$ cat src/rtl/whac_pkg.sv
// ----------------------------------------------------------------------------
// whac_pkg
// Shared types, field widths and request codes of the weighted histogram
// accumulator.
// ----------------------------------------------------------------------------
package whac_pkg;

    // Defaults for the top-level parameters
    localparam int NUM_BINS_DEF  = 1024;
    localparam int BIN_BITS_DEF  = 48;
    localparam int FRAC_BITS_DEF = 16;

    // Fixed field widths
    localparam int REQ_BITS      = 2;
    localparam int SAMPLE_BITS   = 32;
    localparam int WEIGHT_BITS   = 32;
    localparam int SCALE_BITS    = 32;
    localparam int INDEX_BITS    = 10;
    localparam int COUNT_BITS    = 11;
    localparam int CONTENT_BITS  = 48;
    localparam int TOTAL_BITS    = 56;
    localparam int CFG_ADDR_BITS = 4;
    localparam int CFG_DATA_BITS = 32;

    typedef logic [REQ_BITS-1:0] req_t;

    // Request codes
    localparam req_t REQ_FILL  = 2'd0;
    localparam req_t REQ_READ  = 2'd1;
    localparam req_t REQ_CLEAR = 2'd2;
    localparam req_t REQ_NONE  = 2'd3;

    // Controller to datapath commands
    typedef struct packed {
        logic load;     // capture the accepted item
        logic mul;      // form the bin product
        logic look;     // resolve the bin and read its entry
        logic commit;   // update the entry and total, load the result
        logic sweep;    // zero one entry of the bin store
    } dp_cmd_t;

    // Datapath to controller status
    typedef struct packed {
        logic out_free;     // result register can take a new item
        logic sweep_last;   // sweep is at the last entry
    } dp_sts_t;

endpackage

$ cat src/rtl/whac_ctrl.sv
// ----------------------------------------------------------------------------
// whac_ctrl
// Sequencer: steps each item through product, lookup and update, and walks
// the bin store on reset and on a clear request.
// ----------------------------------------------------------------------------
module whac_ctrl
    import whac_pkg::*;
(
    input  logic    aclk,
    input  logic    aresetn,
    input  logic    s_valid,
    input  req_t    s_req,
    input  dp_sts_t sts,
    output logic    s_ready,
    output dp_cmd_t cmd
);

    localparam logic [2:0] ST_INIT = 3'd0;
    localparam logic [2:0] ST_IDLE = 3'd1;
    localparam logic [2:0] ST_MUL  = 3'd2;
    localparam logic [2:0] ST_LOOK = 3'd3;
    localparam logic [2:0] ST_UPD  = 3'd4;
    localparam logic [2:0] ST_WIPE = 3'd5;

    logic [2:0] state_reg;
    logic [2:0] state_next;

    always_ff @(posedge aclk) begin
        if (!aresetn) begin
            state_reg <= ST_INIT;
        end else begin
            state_reg <= state_next;
        end
    end

    // Next state and commands
    always_comb begin
        state_next = state_reg;
        cmd        = '0;
        s_ready    = (state_reg == ST_IDLE);
        unique case (state_reg)
            ST_INIT: begin
                cmd.sweep = 1'b1;
                if (sts.sweep_last) begin
                    state_next = ST_IDLE;
                end
            end
            ST_IDLE: begin
                if (s_valid) begin
                    cmd.load   = 1'b1;
                    state_next = (s_req == REQ_CLEAR) ? ST_WIPE : ST_MUL;
                end
            end
            ST_MUL: begin
                cmd.mul    = 1'b1;
                state_next = ST_LOOK;
            end
            ST_LOOK: begin
                cmd.look   = 1'b1;
                state_next = ST_UPD;
            end
            ST_UPD: begin
                // hold until the result register is free
                if (sts.out_free) begin
                    cmd.commit = 1'b1;
                    state_next = ST_IDLE;
                end
            end
            ST_WIPE: begin
                cmd.sweep = 1'b1;
                if (sts.sweep_last) begin
                    state_next = ST_UPD;
                end
            end
            default: begin
                state_next = ST_INIT;
            end
        endcase
    end

endmodule

$ cat config.mk
export PLATFORM = sky130hd
export DESIGN_NAME = whac_ctrl
export DESIGN_NICKNAME = d
export VERILOG_FILES = /design/src/rtl/whac_pkg.sv /design/src/rtl/whac_ctrl.sv
export SDC_FILE = /design/constraint.sdc
export NUM_CORES = 1
export LEC_CHECK = 0
export BUFFER_PORTS_ARGS = -buffer_cell sky130_fd_sc_hd__buf_2
export CELL_PAD_IN_SITES_DETAIL_PLACEMENT = 2
export CELL_PAD_IN_SITES_GLOBAL_PLACEMENT = 2
export CORE_AREA = 2 2 39 41
export CTS_CLUSTER_DIAMETER = 100
export DETAILED_ROUTE_END_ITERATION = 6
export DIE_AREA = 0 0 41 43
export PLACE_DENSITY_LB_ADDON = 0.2
export SETUP_SLACK_MARGIN = 0.05
export SYNTH_ARGS = -nofsm -noshare
export SYNTH_HDL_FRONTEND = slang
export SYNTH_SLANG_ARGS = --single-unit
$ cat constraint.sdc
create_clock -name aclk -period 1.3 [get_ports aclk]
set_input_delay 0 -clock aclk [delete_from_list [all_inputs] [get_ports aclk]]
set_output_delay 0 -clock aclk [all_outputs]
set_load 0.02 [all_outputs]
-- Yosys cells after proc, flatten, opt, wreduce, memory -nomap -nowiden
Index checks and enable logic that the tools add are counted.
W data, S select, Z words.
- flip-flop bits (word level): 3
- input port bits: 7
- equality and inequality tests: 10
- muxes and demuxes: 13
- reductions and logical operators: 3
- operator list (operator ; count):
    $pmux W3 S6 ; 1
    $mux W3 ; 5
    $ne A2 B2 Y1 const B ; 4
    $mux W1 ; 7
    $eq A3 B2 Y1 const B ; 2
    $eq A3 B3 Y1 const B ; 2
    $reduce_and A4 Y1 ; 1
    $eq A3 B1 Y1 const B ; 1
    $logic_not A3 Y1 ; 1
    $eq A2 B2 Y1 const B ; 1
    $reduce_or A2 Y1 ; 1

-- Longest topological paths before layout
- word-level depth: 4
- mapped depth: 4

-- Worst setup path after synthesis
No wires, ideal clock.
- kind: register to register
- start point: reg state_reg[2]
- end point: reg state_reg[1]
- setup time: 0.061 ns
- arrival time: 1.052 ns
- data required time: 1.239 ns
- path slack: 0.187 ns
- cell stages (with the launch flop): 5
- path buffers: 1
- period minus slack after synthesis: 1.113 ns
- path through: dfxtp_1 > buf_6 > nor3b_4 > and2b_1 > o221a_1
- word-level cells in the longest chain between the ends: 3
- elaborated cells between the ends (all ways): 12
- those cells by class: eq/ne (9); mux (1); reduce/logical (2)
- ends and longest elaborated chain (what ; RTL line ; text):
    start, declared ; whac_ctrl.sv:25 ; logic [2:0] state_reg;
    start signal, assigned ; whac_ctrl.sv:32 ; state_reg <= state_next;
    $eq A3 B1 Y1 (*) ; - ;
    via s_ready ; whac_ctrl.sv:14 ; output logic s_ready,
    $ne A2 B2 Y1 (no source line) ; - ;
    $reduce_and A4 Y1 (no source line) ; - ;
The timed path passes the listed nets; every way through them passes the cells marked *.
A chain may end at the register's enable or synchronous reset.

==> qor.txt <==
Buffers on Ports: 12
total track usage: 0.111
Core Rows: 14
CTS Buf Count: 3
Worst Setup Start Kind: flop
Unique masters post-synth: 23
dpl hpwl: 608 µm
Crit. End Element: primary output
fin crit share: 0.908
final setup TNS: 0 ns
Largest register FFs: 3
Core ar.: 1380 µm²
CTS tree: yes
register area share after synthesis: 0.211
sequential power share: 0.293
#FFs+latches synth: 3
top_reg_cell synth: dfxtp_1
asr flop ratio synth: 0
r2r setup slk: 0.22 ns
number of setup violations in the final report: 0
combinational power share: 0.295
top cells by area, synth: dfxtp_1 21%, mux2i_1 11%, buf_6 7.9%, nor3b_4 6.6%, nor3b_1 5.3%
Die Wd: 41 µm
Crit Path Category: flop to primary output
H-tree lvl count: 1
endpoints failing hold: 0
Sw Pwr: 0.000136 W
final instance area: 385 µm²
fin nets: 54
critical path fanouts, max: 10
Initial DRC Count: 0
largest net degree at the start of global routing: 11
syn_area_per_cell: 9.20 µm²
I/O Pins: 13
top post-synthesis cells by count: 3 x dfxtp_1, 3 x mux2i_1
WL/cell: 11.9 µm
fmax: 848 MHz
min Tclk post-route: 1.18 ns
RSZ-0062 raised after global routing: true
initial core utilization: 0.206
area post-placement: 350 µm²
clock skew: 0.000215 ns
Yosys top cell by area: dfxtp_1
share of cells above drive strength 1: 0.500
M3 GR Usage: 0.0366
global-route wire length before repair: 1.34 mm
PD cells: 1080 nW/µm²
global route overflow: 0
M2 GR Usage: 0.153
Skew-Pair Late Insertion Delay: 0.23 ns
GR Util met1: 0.146
Leak: 0.173 nW
yosys warns: 0
multi-input logic area: 191 µm²
CTS Sinks: 3
status: finished, final reports clean
Pre-antenna DRT Iters: 1
syn nets: 38
CP arrival: 1.18 ns
number of synthesized flops with an enable pin: 0
clk root buf: clkbuf_4
vias in the first global route: 302
Via Count: 278
Slew Limit Fails: 0
Mapped Cells: 31
Via-to-Cell Ratio: 4.48
Area Overhead vs Synth: 35.1%
internal power: 0.000279 W
Sw Share: 0.328
# DRC: 0
Least-Margin Pin Slew: 0.264 ns
register area: 66.3 µm²
clock power share: 0.411
Max Cap Violations: 0
n_diodes: 0
relative slew slack: 0.822
Post-Route WL: 737 µm
DIE HEIGHT: 43 µm
Critical Path RT: 1.30 ns
Clock transition at path regs: 0.04 ns
Routability Congestion: 0.714
HP Class: input pin to flop
die area: 1760 µm²
Clock Tree Buf Depth: 2
antenna violations before repair: 0
Peak VDD IR: 343 µV
Post-DRT Antenna Nets: 0
Fill cells: 175
Post-CTS Setup Bufs: 0
gr busiest metal: met2
mapped cell area: 285 µm²
Synth top area share: 0.211
-- path summary, 6_finish.rpt --
path           startpoint            to  cells after the start
min               aresetn  state_reg[2]                      2
max reg2reg  state_reg[1]  state_reg[0]                      4
max          state_reg[2]        cmd[1]                      3
min reg2reg  state_reg[2]  state_reg[0]                      1
-- stage by stage --
step	hold WS, ns	power (W)	setup WS, ns	util	cells
6_report	0.0240	0.000415	0.120	0.278	62
5_1_grt	0.0181	0.000457	0.0251	0.278	62
4_1_cts	0.0160	0.000431	0.0679	0.274	62
3_5_place_dp	0.279	0.000247	0.0768	0.253	58
3_3_place_gp	0.268	0.000246	0.0720	0.253	58
2_1_floorplan	0.128	0.000209	0.187	-	31
-- power by group through the flow --
stage,logic (W),clock network (W),registers [W]
6_report,0.000123,0.000171,0.000122
5_1_grt,0.000138,0.000194,0.000125
4_1_cts,0.000126,0.000184,0.000122
3_5_place_dp,0.000125,0,0.000122
3_3_place_gp,0.000124,0,0.000122
2_1_floorplan,0.000105,0,0.000104
-- layout by cell type (no fill, tap or decap), drive strengths merged --
| master | instances |
|---|---|
| o21bai | 1 |
| nand2b | 1 |
| nor2b | 1 |
| o22ai | 1 |
| o221a | 1 |
| a21oi | 2 |
| nand2 | 1 |
| and2 | 1 |
| nor2 | 2 |
| buf | 14 |
| nor3b | 4 |
| and2b | 1 |
| nand3b | 1 |
| o31a | 1 |
| o41ai | 1 |
| a211oi | 1 |
| clkbuf | 4 |
| mux2i | 3 |
| inv | 1 |
| dfxtp | 3 |
| xor2 | 1 |
-- routing by layer --
layer	vias up	wire length, µm	share of wire
met1	126	360	0.49
met4	0	0	0
met2	10	334	0.45
met3	0	42	0.057
li1	142	-	-
met5	-	0	0
-- cell families after synthesis --
group	share of synthesized area
DFF	0.211
buffers and inverters	0.118
AOI/OAI and AO/OA	0.211
muxes	0.105
xor gates and xnor gates	0.0307
and+or+nand+nor	0.325
-- final cells by class --
cell class / instances / share of cell area
Inverter: 1 / 0.00974
Clock buffer: 4 / 0.0682
Sequential cell: 3 / 0.172
Tap cell: 16 / 0.0519
Timing Repair Buffer: 14 / 0.201
Multi-Input combinational cell: 24 / 0.497
-- what timing repair did --
item | in CTS | in global routing
setup endpoints to repair | 2 | 4
resized for setup | 2 | 3
hold buffers | 0 | 0
-- critical path, cell delays in order, from the launching register on --
cell	delay, ns
dfxtp_2	0.45
nand2b_1	0.11
nor3b_1	0.21
buf_4	0.17
(Power assumes the default switching activity.)
