--- src/rtl/whac_pkg.sv ---
// ----------------------------------------------------------------------------
// whac_pkg
// Shared types, field widths and request codes of the weighted histogram
// accumulator.
// ----------------------------------------------------------------------------
package whac_pkg;

    // Defaults for the top-level parameters
    localparam int NUM_BINS_DEF  = 1024;
    localparam int BIN_BITS_DEF  = 48;
    localparam int FRAC_BITS_DEF = 16;

    // Fixed field widths
    localparam int REQ_BITS      = 2;
    localparam int SAMPLE_BITS   = 32;
    localparam int WEIGHT_BITS   = 32;
    localparam int SCALE_BITS    = 32;
    localparam int INDEX_BITS    = 10;
    localparam int COUNT_BITS    = 11;
    localparam int CONTENT_BITS  = 48;
    localparam int TOTAL_BITS    = 56;
    localparam int CFG_ADDR_BITS = 4;
    localparam int CFG_DATA_BITS = 32;

    typedef logic [REQ_BITS-1:0] req_t;

    // Request codes
    localparam req_t REQ_FILL  = 2'd0;
    localparam req_t REQ_READ  = 2'd1;
    localparam req_t REQ_CLEAR = 2'd2;
    localparam req_t REQ_NONE  = 2'd3;

    // Controller to datapath commands
    typedef struct packed {
        logic load;     // capture the accepted item
        logic mul;      // form the bin product
        logic look;     // resolve the bin and read its entry
        logic commit;   // update the entry and total, load the result
        logic sweep;    // zero one entry of the bin store
    } dp_cmd_t;

    // Datapath to controller status
    typedef struct packed {
        logic out_free;     // result register can take a new item
        logic sweep_last;   // sweep is at the last entry
    } dp_sts_t;

endpackage

--- src/rtl/whac_cfg.sv ---
// ----------------------------------------------------------------------------
// whac_cfg
// APB register file: lower edge, bins per unit and bin count.
// ----------------------------------------------------------------------------
module whac_cfg
    import whac_pkg::*;
(
    input  logic                            aclk,
    input  logic                            aresetn,
    input  logic                            psel,
    input  logic                            penable,
    input  logic                            pwrite,
    input  logic [CFG_ADDR_BITS-1:0]        paddr,
    input  logic [CFG_DATA_BITS-1:0]        pwdata,
    output logic [CFG_DATA_BITS-1:0]        prdata,
    output logic                            pready,
    output logic signed [SAMPLE_BITS-1:0]   lower_edge,
    output logic [SCALE_BITS-1:0]           bins_per_unit,
    output logic [COUNT_BITS-1:0]           bin_count
);

    localparam logic [1:0] REG_LOWER_EDGE    = 2'd0;
    localparam logic [1:0] REG_BINS_PER_UNIT = 2'd1;
    localparam logic [1:0] REG_BIN_COUNT     = 2'd2;

    localparam logic [SCALE_BITS-1:0] BPU_RESET   = 32'd65536;
    localparam logic [COUNT_BITS-1:0] COUNT_RESET = 11'd1024;

    logic signed [SAMPLE_BITS-1:0] lower_edge_reg;
    logic [SCALE_BITS-1:0]         bpu_reg;
    logic [COUNT_BITS-1:0]         bin_count_reg;
    logic                          wr_en;
    logic [1:0]                    reg_sel;

    assign pready  = 1'b1;
    assign reg_sel = paddr[3:2];
    assign wr_en   = psel && penable && pwrite && pready;

    // Write registers on the access cycle
    always_ff @(posedge aclk) begin
        if (!aresetn) begin
            lower_edge_reg <= '0;
            bpu_reg        <= BPU_RESET;
            bin_count_reg  <= COUNT_RESET;
        end else if (wr_en) begin
            unique case (reg_sel)
                REG_LOWER_EDGE:    lower_edge_reg <= pwdata;
                REG_BINS_PER_UNIT: bpu_reg        <= pwdata;
                REG_BIN_COUNT:     bin_count_reg  <= pwdata[COUNT_BITS-1:0];
                default: ;
            endcase
        end
    end

    // Read back
    always_comb begin
        unique case (reg_sel)
            REG_LOWER_EDGE:    prdata = lower_edge_reg;
            REG_BINS_PER_UNIT: prdata = bpu_reg;
            REG_BIN_COUNT:     prdata = CFG_DATA_BITS'(bin_count_reg);
            default:           prdata = '0;
        endcase
    end

    assign lower_edge    = lower_edge_reg;
    assign bins_per_unit = bpu_reg;
    assign bin_count     = bin_count_reg;

endmodule

--- config.mk ---
export PLATFORM = sky130hd
export DESIGN_NAME = whac_cfg
export DESIGN_NICKNAME = d
export VERILOG_FILES = /design/src/rtl/whac_pkg.sv /design/src/rtl/whac_cfg.sv
export SDC_FILE = /design/constraint.sdc
export NUM_CORES = 1
export LEC_CHECK = 0
export ABC_AREA = 1
export BUFFER_PORTS_ARGS = -buffer_cell sky130_fd_sc_hd__buf_4
export CAP_MARGIN = 20
export CORE_MARGIN = 4
export CORE_UTILIZATION = 25
export DETAILED_ROUTE_END_ITERATION = 6
export PLACE_DENSITY = 0.58
export SYNTH_ARGS = -nofsm -noshare
export SYNTH_HDL_FRONTEND = slang
export SYNTH_SLANG_ARGS = --single-unit
--- constraint.sdc ---
create_clock -name aclk -period 1.3 [get_ports aclk]
set_input_delay 0.26 -clock aclk [delete_from_list [all_inputs] [get_ports aclk]]
set_output_delay 0.26 -clock aclk [all_outputs]
set_load 0.005 [all_outputs]
After elaboration in Yosys (flattened, before gate mapping). Index checks and enable logic that the tools add are counted.

Mux-type cells: 1. Equal/unequal tests: 2. Reduce and logical (&&, ||, !) cells: 6.

Operators by type and width (number): one-hot mux 32 bit (3 select lines) (1); AND reduction 2 bit (3); equality test 2 x 1 -> 1 bit (second input constant) (1); equality test 2 bit (second input constant) (1); logical AND 1 bit (2); zero test 2 bit (1).

Flip-flop bits (word level): 75. Word-level logic and storage cells: 12. Output and inout bits: 108.

Logic depth before layout (Yosys ltp).
Depth in word-level cells: 3. Gate-level depth with buffers: 6.

Worst setup path after synthesis. Ideal clock, no wire load.

Path kind: input port to output port. Start point: input port paddr[3]. End point: output port prdata[29]. Path slack: 0.178 ns. Data arrival time: 0.862 ns. Buffers on the path: 1. Stages on the path: 3. Path through: nor2_2 > buf_2 > a22o_1.

Word-level cells in the longest chain between the ends: 2. Elaborated cells on any way between the ends: 4. Those cells by class: 2 x eq/ne; 1 x mux; 1 x reduce/logical.

Ends and longest elaborated chain: start, declared (line whac_cfg.sv:13) `input logic [CFG_ADDR_BITS-1:0] paddr,`; equality test 2 bit (tied with other cells) (line whac_cfg.sv:57) `unique case (reg_sel)`; one-hot mux 32 bit (3 select lines) * (line whac_cfg.sv:57); end, declared (line whac_cfg.sv:15) `output logic [CFG_DATA_BITS-1:0] prdata,`.

Mark *: on every way between the ends. The rest lies on a longest branch, timed or not.

Worst setup path after layout.
Start point: input port paddr[3]. End point: output port prdata[19].

The elaborated chain is that of the path after synthesis.

==> impl_metrics.json <==
{
  "std_cell_rows": 42,
  "via_per_inst": 4.38,
  "fmax_ghz": 0.746,
  "utilization_pct": 40.4,
  "drt_iter0_markers": 163,
  "dpl-instance-area_um2": 4950,
  "yosysSeqAreaShare_pct": 43.3,
  "dr.pass1.iters": 6,
  "grt_max_degree": 76,
  "routed_wl_um": 11200,
  "area_growth_pct": 56.3,
  "antenna_found_initial": 0,
  "synth_fp_nets": 564,
  "die_y_um": 126,
  "dp.cells": 837,
  "outcome": "finished with violations",
  "comb_power_share_pct": 12.6,
  "period_share_pct": 103,
  "yosys_warnings": 0,
  "rsz0062_at_grt": "yes",
  "fin_ws_ns": -0.0404,
  "ios": 149,
  "setup_tns_ns": -0.102,
  "synth-seq-cells": 75,
  "ir_drop_v": 0.000465,
  "dp_hpwl_um": 7720,
  "wl_per_cell_um": 13.0,
  "seqPwrFrac_pct": 43.0,
  "core-area_um2": 13400,
  "synthTopCellsByArea": "dfxtp_1 (43%), nor2_1 (16%), nand3_1 (13%), nand2_1 (12%), a22o_1 (5.3%)",
  "cts_root_buf": "clkbuf_16",
  "switching_share_pct": 23.9,
  "arrival_ns": 1.08,
  "die_w_um": 126,
  "whs_ns": 0.152,
  "setup_viol": 3,
  "cp-start-kind": "input port",
  "clk_latency_ns": 0.33,
  "p_int_mw": 4.23,
  "start_util_pct": 25.9,
  "power_mw": 5.57,
  "ant_nets": 0,
  "clockBufferDepth": 2,
  "grt_overflow": 0,
  "netlist.area_leader.share_pct": 43.3,
  "cp.required_ns": 1.04,
  "grt_pass1_wl_um": 17700,
  "p_switching_mw": 1.33,
  "clk_pin_slew_ns": 0.06,
  "nets": 722,
  "grt_usage_pct": 13.8,
  "syn_inst": 523,
  "p_leak_nw": 2.62,
  "crit_type": "in2out",
  "fin_crit_ns": 1.34,
  "finClkSkew_ns": 0,
  "end_kind": "primary output",
  "final_cells": 862,
  "grt_pass1_vias": 3540,
  "gp_congestion": 0.793,
  "avgSynthCellArea_um2": 6.62,
  "netlist_area_um2": 3460,
  "via_count": 3778,
  "cts_made_buffers": 9,
  "slew_viol_final": 0,
  "maxCapViolations": 0,
  "synth_top_area_cell": "dfxtp_1",
  "synth.distinct_cells": 15,
  "hold_viol_final": 0,
  "drt_drc_violations_left": 0,
  "pre_cts_ws_ns": -0.0206,
  "die_area_um2": 15800,
  "port_buffers": 145,
  "design_area_um2": 5410,
  "final_layout_size_suffix_gt1_share_pct": 33.2,
  "hp-class": "in2reg",
  "antenna_cells": 0,
  "cts_sinks": 75,
  "path_max_fanout": 7,
  "violations": "setup timing",
  "clock_power_share_pct": 44.3,
  "htreeDepth": 3,
  "power_density_nw_per_um2": 1030,
  "cts_tree": "built",
  "ctsHoldBuffers": 0,
  "nFillCells": 1404
}
==> cells in the mapped netlist <==
cell      count
nor2_1      148
nand2_1     112
nand3_1      87
dfxtp_1      75
inv_1        34
buf_2        26
a22o_1       21
buf_1         4
buf_4         4
nor2_2        4
clkbuf_1      3
o21ai_0       2
conb_1        1
inv_2         1
nor2_4        1
==> area by class of cell <==
type,instances,area [µm²],share of cell area [%]
inverters,35,134,2.47
well taps,176,220,4.07
flip-flops and latches,75,1530,28.2
clock buffers,11,243,4.48
multi-input cells,376,1680,30.9
repair buffers,184,1560,28.9
clock inverters,5,52.6,0.971
==> cells in the final DEF, fill, tap and decap left out <==
| master | n |
|---|---|
| inv_2 | 1 |
| nand3_2 | 1 |
| inv_1 | 33 |
| buf_12 | 12 |
| nand2_2 | 1 |
| dfxtp_1 | 56 |
| nor2_4 | 5 |
| clkinv_2 | 3 |
| nand3_1 | 86 |
| conb_1 | 1 |
| bufinv_16 | 1 |
| nor2_1 | 147 |
| clkbuf_1 | 1 |
| o21ai_0 | 2 |
| clkinvlp_4 | 1 |
| buf_4 | 167 |
| dfxtp_2 | 19 |
| clkbuf_16 | 10 |
| buf_6 | 4 |
| a22o_1 | 21 |
| clkbuf_8 | 1 |
| nand2_1 | 111 |
| inv_4 | 1 |
| nor2_2 | 1 |
==> path summary, 6_finish.rpt <==
check | startpoint | to | slack (ns) | cells past startpoint
hold / removal | pwdata[16] | bins_per_unit[16] | 0.15 | 3
setup / recovery | paddr[3] | prdata[19] | -0.04 | 6
hold reg to reg | lower_edge[17] | lower_edge[17] | 0.49 | 2
setup reg to reg | lower_edge[22] | lower_edge[22] | 0.58 | 3
==> critical path: stages <==
cell       delay, ns
buf_12          0.11
nor2_4          0.20
buf_12          0.14
clkbuf_16       0.14
a22o_1          0.12
buf_4           0.11
==> power by group through the flow <==
stage / logic [mW] / clock network, mW / registers, mW
after floorplan: 0.313 / 0 / 2.44
after global placement: 0.655 / 0 / 2.44
after detailed placement: 0.662 / 0 / 2.44
after CTS: 0.668 / 2.55 / 2.39
after global routing: 0.782 / 2.64 / 2.40
final: 0.704 / 2.47 / 2.40
==> repair_timing <==
item                       in CTS  in global routing
resized for setup              11                 22
setup endpoints to repair      31                 32
setup buffers                   2                  6
cloned                          0                  1
pin swaps                       0                  5
==> logic make-up (layout without fill, tap and decap cells) <==
logic type             count (synthesis)  after routing  synth area share [%]
AO/OA/AOI/OAI                         23             23                  5.60
buffers and inverters                 72            235                  9.17
flip-flops                            75             75                  43.3
other                                  1              1                 0.108
AND/OR/NAND/NOR                      352            352                  41.8
==> layer usage <==
metal	vias up	GRT usage, %	wire length [µm]
met5	-	0	0
met4	0	4.91	138
met3	10	3.98	692
li1	1960	-	-
met1	1698	16.9	5110
met2	110	23.3	5310
(Power assumes the default switching activity.)
